--- src/rtl/core/tgc_pkg.sv ---
// Shared types and codes for the touch gesture classifier.
package tgc_pkg;

   // Gesture codes reported on the result channel
   localparam logic [2:0] GEST_NONE  = 3'd0;
   localparam logic [2:0] GEST_TAP   = 3'd1;
   localparam logic [2:0] GEST_LONG  = 3'd2;
   localparam logic [2:0] GEST_LEFT  = 3'd3;
   localparam logic [2:0] GEST_RIGHT = 3'd4;
   localparam logic [2:0] GEST_UP    = 3'd5;
   localparam logic [2:0] GEST_DOWN  = 3'd6;

   // Item kinds carried in req_tuser
   localparam logic MODE_POLL = 1'b0;
   localparam logic MODE_TICK = 1'b1;

   // Configuration register indexes
   localparam logic [1:0] CSR_SWIPE_MIN_PX     = 2'd0;
   localparam logic [1:0] CSR_LONG_PRESS_MS    = 2'd1;
   localparam logic [1:0] CSR_BLANK_TIMEOUT_MS = 2'd2;

   // Reset values of the configuration registers
   localparam logic [9:0]  SWIPE_MIN_PX_RST     = 10'd30;
   localparam logic [15:0] LONG_PRESS_MS_RST    = 16'd600;
   localparam logic [31:0] BLANK_TIMEOUT_MS_RST = 32'd0;

   localparam int unsigned REQ_DATA_W = 56;
   localparam int unsigned RSP_DATA_W = 8;

   // One input item after unpacking
   typedef struct packed {
      logic        mode;
      logic        touch_present;
      logic [9:0]  pos_x;
      logic [9:0]  pos_y;
      logic [31:0] now_ms;
   } item_type;

   // Configuration write port
   typedef struct packed {
      logic        we;
      logic [1:0]  index;
      logic [31:0] wdata;
   } csr_type;

   // Operands of the release classifier
   typedef struct packed {
      logic [9:0]  start_x;
      logic [9:0]  start_y;
      logic [9:0]  last_x;
      logic [9:0]  last_y;
      logic [31:0] held_ms;
      logic [9:0]  swipe_min_px;
      logic [15:0] long_press_ms;
   } cls_in_type;

   // One result item
   typedef struct packed {
      logic [2:0] gesture;
      logic       blanked_out;
   } result_type;

endpackage

--- src/rtl/core/tgc_classify.sv ---
// Release classifier: swipe direction, long press or tap.
module tgc_classify (
   input  tgc_pkg::cls_in_type cls_in,
   output logic [2:0]          gesture
);
   import tgc_pkg::*;

   logic       x_grow;
   logic       y_grow;
   logic [9:0] adx;
   logic [9:0] ady;
   logic       is_swipe;
   logic       is_long;

   // Absolute displacement on each axis
   assign x_grow = cls_in.last_x > cls_in.start_x;
   assign y_grow = cls_in.last_y > cls_in.start_y;
   assign adx    = x_grow ? cls_in.last_x - cls_in.start_x : cls_in.start_x - cls_in.last_x;
   assign ady    = y_grow ? cls_in.last_y - cls_in.start_y : cls_in.start_y - cls_in.last_y;

   assign is_swipe = (adx > cls_in.swipe_min_px) || (ady > cls_in.swipe_min_px);
   assign is_long  = cls_in.held_ms >= {16'd0, cls_in.long_press_ms};

   // Pick the gesture; a tie in displacement goes to the vertical axis
   always_comb begin
      if (is_swipe) begin
         if (adx > ady) begin
            gesture = x_grow ? GEST_RIGHT : GEST_LEFT;
         end else begin
            gesture = y_grow ? GEST_DOWN : GEST_UP;
         end
      end else if (is_long) begin
         gesture = GEST_LONG;
      end else begin
         gesture = GEST_TAP;
      end
   end

endmodule

--- src/rtl/core/tgc_track.sv ---
// Touch tracking state, blanking timer and configuration registers.
module tgc_track (
   input  logic                clock,
   input  logic                reset,
   input  tgc_pkg::csr_type    csr,
   input  logic                fire,
   input  tgc_pkg::item_type   item,
   output tgc_pkg::result_type result
);
   import tgc_pkg::*;

   logic [9:0]  swipe_min_px_ff;
   logic [15:0] long_press_ms_ff;
   logic [31:0] blank_timeout_ms_ff;

   logic        touching_ff, touching_in;
   logic [9:0]  start_x_ff, start_x_in;
   logic [9:0]  start_y_ff, start_y_in;
   logic [9:0]  last_x_ff, last_x_in;
   logic [9:0]  last_y_ff, last_y_in;
   logic [31:0] press_time_ff, press_time_in;
   logic [31:0] activity_time_ff, activity_time_in;
   logic        blanked_ff, blanked_in;

   logic [31:0] idle_ms;
   logic        timeout_hit;
   cls_in_type  cls_in;
   logic [2:0]  cls_gesture;
   logic [2:0]  gesture;

   // Write configuration registers; unknown indexes are dropped
   always_ff @(posedge clock) begin
      if (reset) begin
         swipe_min_px_ff     <= SWIPE_MIN_PX_RST;
         long_press_ms_ff    <= LONG_PRESS_MS_RST;
         blank_timeout_ms_ff <= BLANK_TIMEOUT_MS_RST;
      end else if (csr.we) begin
         case (csr.index)
            CSR_SWIPE_MIN_PX:     swipe_min_px_ff     <= csr.wdata[9:0];
            CSR_LONG_PRESS_MS:    long_press_ms_ff    <= csr.wdata[15:0];
            CSR_BLANK_TIMEOUT_MS: blank_timeout_ms_ff <= csr.wdata;
            default: ;
         endcase
      end
   end

   // Classifier operands come from the stored press
   assign cls_in.start_x       = start_x_ff;
   assign cls_in.start_y       = start_y_ff;
   assign cls_in.last_x        = last_x_ff;
   assign cls_in.last_y        = last_y_ff;
   assign cls_in.held_ms       = item.now_ms - press_time_ff;
   assign cls_in.swipe_min_px  = swipe_min_px_ff;
   assign cls_in.long_press_ms = long_press_ms_ff;

   tgc_classify u_classify (
      .cls_in  (cls_in),
      .gesture (cls_gesture)
   );

   // Inactivity check for service ticks
   assign idle_ms     = item.now_ms - activity_time_ff;
   assign timeout_hit = (blank_timeout_ms_ff != 32'd0) && !blanked_ff &&
                        (idle_ms > blank_timeout_ms_ff);

   // Next state and result for the item in hand
   always_comb begin
      touching_in      = touching_ff;
      start_x_in       = start_x_ff;
      start_y_in       = start_y_ff;
      last_x_in        = last_x_ff;
      last_y_in        = last_y_ff;
      press_time_in    = press_time_ff;
      activity_time_in = activity_time_ff;
      blanked_in       = blanked_ff;
      gesture          = GEST_NONE;
      if (item.mode == MODE_TICK) begin
         if (timeout_hit) begin
            blanked_in = 1'b1;
         end
      end else if (item.touch_present) begin
         last_x_in = item.pos_x;
         last_y_in = item.pos_y;
         if (!touching_ff) begin
            touching_in   = 1'b1;
            start_x_in    = item.pos_x;
            start_y_in    = item.pos_y;
            press_time_in = item.now_ms;
         end
         blanked_in       = 1'b0;
         activity_time_in = item.now_ms;
      end else if (touching_ff) begin
         touching_in = 1'b0;
         gesture     = cls_gesture;
      end
   end

   assign result.gesture     = gesture;
   assign result.blanked_out = blanked_in;

   // Control state
   always_ff @(posedge clock) begin
      if (reset) begin
         touching_ff <= 1'b0;
         blanked_ff  <= 1'b0;
      end else if (fire) begin
         touching_ff <= touching_in;
         blanked_ff  <= blanked_in;
      end
   end

   // Tracked points and times
   always_ff @(posedge clock) begin
      if (reset) begin
         start_x_ff       <= '0;
         start_y_ff       <= '0;
         last_x_ff        <= '0;
         last_y_ff        <= '0;
         press_time_ff    <= '0;
         activity_time_ff <= '0;
      end else if (fire) begin
         start_x_ff       <= start_x_in;
         start_y_ff       <= start_y_in;
         last_x_ff        <= last_x_in;
         last_y_ff        <= last_y_in;
         press_time_ff    <= press_time_in;
         activity_time_ff <= activity_time_in;
      end
   end

endmodule

--- src/rtl/core/touch_gesture_classifier_core.sv ---
// A req transfer reaches rsp_tvalid through the input register and then the result register.
// Throughput: one item per cycle unless rsp_tready stalls; the state update for an item
// completes in the same cycle it leaves the input register, so the next item sees it at once.
// Reset: synchronous, active high; clears valid flags and tracking state and
// loads configuration defaults (swipe 30 px, long press 600 ms, blanking off).
// Top level of the touch gesture classifier.
module touch_gesture_classifier_core (
   input  logic                             clock,
   input  logic                             reset,
   // Configuration write port
   input  logic                             csr_we,
   input  logic [1:0]                       csr_index,
   input  logic [31:0]                      csr_wdata,
   // Input stream
   input  logic                             req_tvalid,
   output logic                             req_tready,
   // tdata: touch_present[0], pos_x[10:1], pos_y[20:11], now_ms[52:21], zero[55:53]
   input  logic [tgc_pkg::REQ_DATA_W-1:0]   req_tdata,
   // tuser: mode[0]
   input  logic                             req_tuser,
   // Result stream
   output logic                             rsp_tvalid,
   input  logic                             rsp_tready,
   // tdata: gesture[2:0], blanked_out[3], zero[7:4]
   output logic [tgc_pkg::RSP_DATA_W-1:0]   rsp_tdata
);
   import tgc_pkg::*;

   logic       s1_vld_ff, s1_vld_in;
   item_type   s1_item_ff;
   logic       rsp_vld_ff, rsp_vld_in;
   result_type rsp_res_ff;
   logic       req_xfer;
   logic       advance;
   csr_type    csr;
   result_type result;

   // Advance when the result register is free or being drained
   assign advance    = s1_vld_ff && (!rsp_vld_ff || rsp_tready);
   assign req_tready = !s1_vld_ff || advance;
   assign req_xfer   = req_tvalid && req_tready;

   assign s1_vld_in  = req_xfer ? 1'b1 : (advance ? 1'b0 : s1_vld_ff);
   assign rsp_vld_in = advance ? 1'b1 : (rsp_tready ? 1'b0 : rsp_vld_ff);

   always_ff @(posedge clock) begin
      if (reset) begin
         s1_vld_ff  <= 1'b0;
         rsp_vld_ff <= 1'b0;
      end else begin
         s1_vld_ff  <= s1_vld_in;
         rsp_vld_ff <= rsp_vld_in;
      end
   end

   // Capture the input transfer
   always_ff @(posedge clock) begin
      if (req_xfer) begin
         s1_item_ff.mode          <= req_tuser;
         s1_item_ff.touch_present <= req_tdata[0];
         s1_item_ff.pos_x         <= req_tdata[10:1];
         s1_item_ff.pos_y         <= req_tdata[20:11];
         s1_item_ff.now_ms        <= req_tdata[52:21];
      end
   end

   assign csr.we    = csr_we;
   assign csr.index = csr_index;
   assign csr.wdata = csr_wdata;

   tgc_track u_track (
      .clock  (clock),
      .reset  (reset),
      .csr    (csr),
      .fire   (advance),
      .item   (s1_item_ff),
      .result (result)
   );

   // Hold the result until the transfer
   always_ff @(posedge clock) begin
      if (advance) begin
         rsp_res_ff <= result;
      end
   end

   assign rsp_tvalid = rsp_vld_ff;
   assign rsp_tdata  = {4'd0, rsp_res_ff.blanked_out, rsp_res_ff.gesture};

   // An item leaving the input register always lands in the result register
   a_advance_fills: assert property (@(posedge clock) disable iff (reset)
      advance |=> rsp_vld_ff)
      else $error("advance did not produce a result");

   // A service tick never reports a gesture
   a_tick_no_gesture: assert property (@(posedge clock) disable iff (reset)
      (advance && s1_item_ff.mode == MODE_TICK) |=> (rsp_res_ff.gesture == GEST_NONE))
      else $error("service tick reported a gesture");

   // A poll with a touch wakes the display and reports nothing
   a_touch_wakes: assert property (@(posedge clock) disable iff (reset)
      (advance && s1_item_ff.mode == MODE_POLL && s1_item_ff.touch_present)
      |=> (rsp_res_ff.gesture == GEST_NONE && !rsp_res_ff.blanked_out))
      else $error("touch poll reported a gesture or stayed blanked");

endmodule
--- config.mk ---
export PLATFORM = sky130hd
export DESIGN_NAME = touch_gesture_classifier_core
export DESIGN_NICKNAME = d
export VERILOG_FILES = /design/src/rtl/core/tgc_pkg.sv /design/src/rtl/core/tgc_classify.sv /design/src/rtl/core/tgc_track.sv /design/src/rtl/core/touch_gesture_classifier_core.sv
export SDC_FILE = /design/constraint.sdc
export NUM_CORES = 1
export LEC_CHECK = 0
export ABC_AREA = 1
export ABC_CLOCK_PERIOD_IN_PS = 4380
export BUFFER_PORTS_ARGS = -buffer_cell sky130_fd_sc_hd__buf_2
export CAP_MARGIN = 10
export CORE_ASPECT_RATIO = 1.1
export CORE_MARGIN = 5
export CORE_UTILIZATION = 30
export DETAILED_ROUTE_END_ITERATION = 10
export PLACE_DENSITY = 0.42
export SETUP_SLACK_MARGIN = 0.2
export SYNTH_ARGS = -nofsm -noshare
export SYNTH_HDL_FRONTEND = slang
export SYNTH_HIERARCHICAL = 1
export SYNTH_SLANG_ARGS = --single-unit
export TNS_END_PERCENT = 20
--- constraint.sdc ---
create_clock -name clock -period 4.38 [get_ports clock]
set_clock_uncertainty 0.05 [all_clocks]
set_input_delay 0.219 -clock clock [delete_from_list [all_inputs] [get_ports clock]]
set_output_delay 0.219 -clock clock [all_outputs]
set_load 0.005 [all_outputs]
==> summary.txt <==
Outcome
  – Status: completed

Timing
  – Final period util: 87.7%
  – Max frequency: 260 MHz
  – Slew margin rel.: 23.3%
  – RSZ-0062 raised after global routing: no
  – Final TNS setup: 0 ns
  – Final setup fails: 0
  – Fin crit period: 3.84 ns
  – Hold Fails Final Rpt: 0
  – Fin. max-slew vios: 0
  – Worst-margin pin slew: 1.15 ns

Synthesis
  – Asr flop ratio synth: 0%
  – Post-synth EDFFs: 58
  – Synthesized cell area: 15800 um^2
  – Ys Warns: 6
  – Post-synth cell types: 45
  – Seq cells post-synth: 224
  – Synth Instances: 2221
  – Synth top area cells: dfxtp_1 (21%), ha_1 (14%), edfxtp_1 (11%), nand2_1 (11%), a21oi_1 (8.1%)
  – Seq/Total Area, Yosys: 32.1%
  – Synth Flop Type: dfxtp_1
  – Synthesized area per cell: 7.11 um^2
  – Yosys top cell by area: dfxtp_1
  – Yosys top cell area share: 21.0%

Floorplan
  – Die W: 229 um
  – # IOs: 106
  – Starting Density: 30.2%
  – Die area: 57400 um^2
  – Core area: 52300 um^2
  – Die H: 251 um
  – Num rows: 88

Layout
  – Design Area, Final: 18800 um^2
  – Fill cells: 5546
  – Synth-to-layout area growth: 18.8%
  – Fin nets: 2676
  – Fraction of layout cells with a size suffix above 1: 8.85%
  – Antenna Cells: 0

GRT
  – Total grt overflow: 0
  – Global-route wire length before repair: 79300 um
  – Initial antenna violation count: 2
  – GR Util All Layers: 17.0%
  – Largest net degree at the start of global routing: 120
  – Vias in the first global route: 14519

Detailed routing
  – WL/cell: 16.2 um
  – Drt pass-1 iters: 5
  – Vias per std cell: 4.74
  – Total wire length: 50000 um
  – ANT nets after route: 0
  – DRC violations left: 0
  – Iter 0 DRT Violations: 697
  – Total number of vias: 14646

Critical path
  – Data arrival time of the worst path: 4.21 ns
  – Worst Setup Path Type: flip-flop to flip-flop
  – Critical path required time: 4.75 ns
  – Worst R2R Setup Slack: 0.54 ns
  – R2R depth: 16
  – R2r startpoint: s1_item_ff[2]
  – Crit end category: flip-flop
  – R2r endpoint: rsp_tdata[0]
  – Max Fanout on Critical Path: 4
  – Crit path launch type: flip-flop

Power and ir drop
  – Comb power frac: 31.1%
  – Switch share: 35.1%
  – Share of power burned in registers: 33.8%
  – Clk network pwr share: 35.0%
  – P_leak: 8.31 nW
  – Power Total: 0.00676 W
  – Int Pwr: 0.00439 W
  – PD cells: 360 nW/um^2
  – Psw: 0.00237 W
  – Worst VDD drop: 0.282 mV

Hold path
  – Path type of the worst min-delay path: input port to flip-flop
  – HP Start: csr_we
  – Hold EP: u_track/blank_timeout_ms_ff[1]
  – Hold Path Stages: 3

CTS
  – CTS Root Cell: clkbuf_16
  – Clk pin slew, worst setup/hold paths: 0.06 ns
  – Num CTS Buffers: 28
  – CTS tree: yes
  – Max H-tree Level: 1
  – Clock Tree Buf Depth: 3
  – CTS sink cnt: 224
  – Clk Latency, worst-skew pair: 0.58 ns

Place
  – HPWL after DPL: 39500 um
  – GPL Wtd Cong: 0.873
  – Placed Instance Area: 16900 um^2
  – Buffers on Ports: 98

Flow run
  – Max-Cap Viols: 0
-- metrics by stage --
step | hold WS (ns) | instances | utilization, % | setup slack (ns)
floorplan | 0.231 | 2224 | - | 1.23
global placement | 0.347 | 2951 | 32.4 | 0.518
detailed placement | 0.347 | 2951 | 32.4 | 0.516
CTS | 0.184 | 3092 | 35.8 | 0.482
global route | 0.157 | 3093 | 35.9 | 0.252
finish | 0.117 | 3093 | 35.9 | 0.540
-- how the worst max path moves through the flow --
stage | end | cells after the start | slack (ns) | startpoint
detailed placement | rsp_tdata[3] | 22 | 0.52 | s1_item_ff[0]
floorplan | rsp_tdata[3] | 23 | 1.23 | s1_item_ff[0]
CTS | rsp_tdata[3] | 22 | 0.48 | s1_item_ff[0]
global placement | rsp_tdata[3] | 22 | 0.52 | s1_item_ff[0]
global route | rsp_tdata[0] | 23 | 0.25 | u_track/last_x_ff[7]
finish | rsp_tdata[0] | 16 | 0.54 | s1_item_ff[2]
-- power groups by stage --
| stage | registers (W) | logic, W | clock network [W] |
|---|---|---|---|
| floorplan | 0.00231 | 0.00150 | 0 |
| global placement | 0.00233 | 0.00203 | 0 |
| detailed placement | 0.00233 | 0.00206 | 0 |
| CTS | 0.00229 | 0.00213 | 0.00246 |
| global route | 0.00230 | 0.00243 | 0.00252 |
| finish | 0.00229 | 0.00210 | 0.00237 |
-- worst max-delay path: stages (launching register included) --
cell and delay (ns):
edfxtp_1 0.46, ha_1 0.40, a21oi_1 0.31, o21ai_2 0.15, a21oi_1 0.35, o21ai_0 0.27, xor2_1 0.22, ha_1 0.33
nand2_1 0.07, inv_1 0.05, nand2_1 0.06, a21oi_1 0.09, nor3_1 0.41, nand3_1 0.17, nand2_1 0.15, inv_1 0.05
nor2_1 0.09
-- per-layer routing --
metal	vias up	track usage, %	part of all wire, %
li1	7632	-	-
met1	6736	20.7	43
met2	224	32.0	51
met3	54	1.80	3.0
met4	0	4.37	2.4
met5	-	0	0
-- sequential cells by signal, indices dropped and copies added (netlist names), 4 cells and up --
register and count:
rsp_tdata 4, u_track/long_press_ms_ff 16, u_track/swipe_min_px_ff 10, u_track/press_time_ff 32, u_track/last_x_ff 10, u_track/activity_time_ff 32, u_track/last_y_ff 10, u_track/start_x_ff 10
u_track/blank_timeout_ms_ff 32, u_track/start_y_ff 10, s1_item_ff 54
-- cell type report --
| cell class | instances | area (um^2) | area share, % |
|---|---|---|---|
| Clock inverter | 15 | 144 | 0.766 |
| Multi-Input combinational cell | 1619 | 9230 | 49.1 |
| Inverter | 322 | 1210 | 6.44 |
| Clock buffer | 37 | 787 | 4.19 |
| Tap cell | 675 | 845 | 4.50 |
| Timing Repair Buffer | 201 | 1500 | 7.98 |
| Sequential cell | 224 | 5060 | 27.0 |
-- kinds of logic after synthesis --
group	Yosys count	synth area share, %
other	1	0.0237
buffers and inverters	381	9.68
AOI/OAI and AO/OA	509	17.0
adders and majority gates	184	14.9
DFF	224	32.1
xor gates and xnor gates	69	3.83
and+or+nand+nor	853	22.5
-- synthesized netlist by cell type, types with 2 or more instances --
cell and n:
nand2_1 445, a21o_1 12, fa_1 6, xnor2_1 11
ha_1 178, nand3_2 2, buf_2 7, a21oi_1 257
o211ai_1 3, o21ai_1 42, nand3b_1 5, o21a_1 9
nor2_2 3, buf_6 8, o21ai_0 160, nand2_2 13
clkinv_1 2, nand3_1 92, dfxtp_1 166, edfxtp_1 58
xor2_1 58, nor2_1 226, o21ai_2 9, o21bai_1 12
inv_1 308, nand4_1 26, or2_2 5, nor3_2 3
nor3_1 27, clkbuf_1 35, inv_2 12, buf_4 8
-- cells in the final DEF (no fill, tap or decap), types with 4 or more instances in the layout --
cell type / n
o21ai_1: 42
o21bai_1: 12
xor2_1: 58
clkbuf_1: 6
inv_2: 13
o21ai_2: 9
buf_4: 13
a21o_1: 12
buf_2: 98
dfxtp_1: 166
nor2_1: 226
nand2_1: 445
clkbuf_16: 30
nand3b_1: 5
nand2_2: 13
dlygate4sd3_1: 89
o21a_1: 9
clkinv_2: 9
xnor2_1: 11
or2_2: 5
ha_1: 178
o21ai_0: 160
nor3_2: 4
nand4_1: 26
nand3_1: 91
edfxtp_1: 58
fa_1: 6
a21oi_1: 257
inv_1: 306
conb_1: 4
nor3_1: 26
-- repair_timing --
action | in CTS | in global routing
hold buffers | 89 | 0
setup endpoints to repair | 0 | 2
endpoints found under the hold margin | 114 | 0
resized for setup | 0 | 1
setup buffers | 0 | 0
No activity file was read; power rests on OpenSTA's default activity.
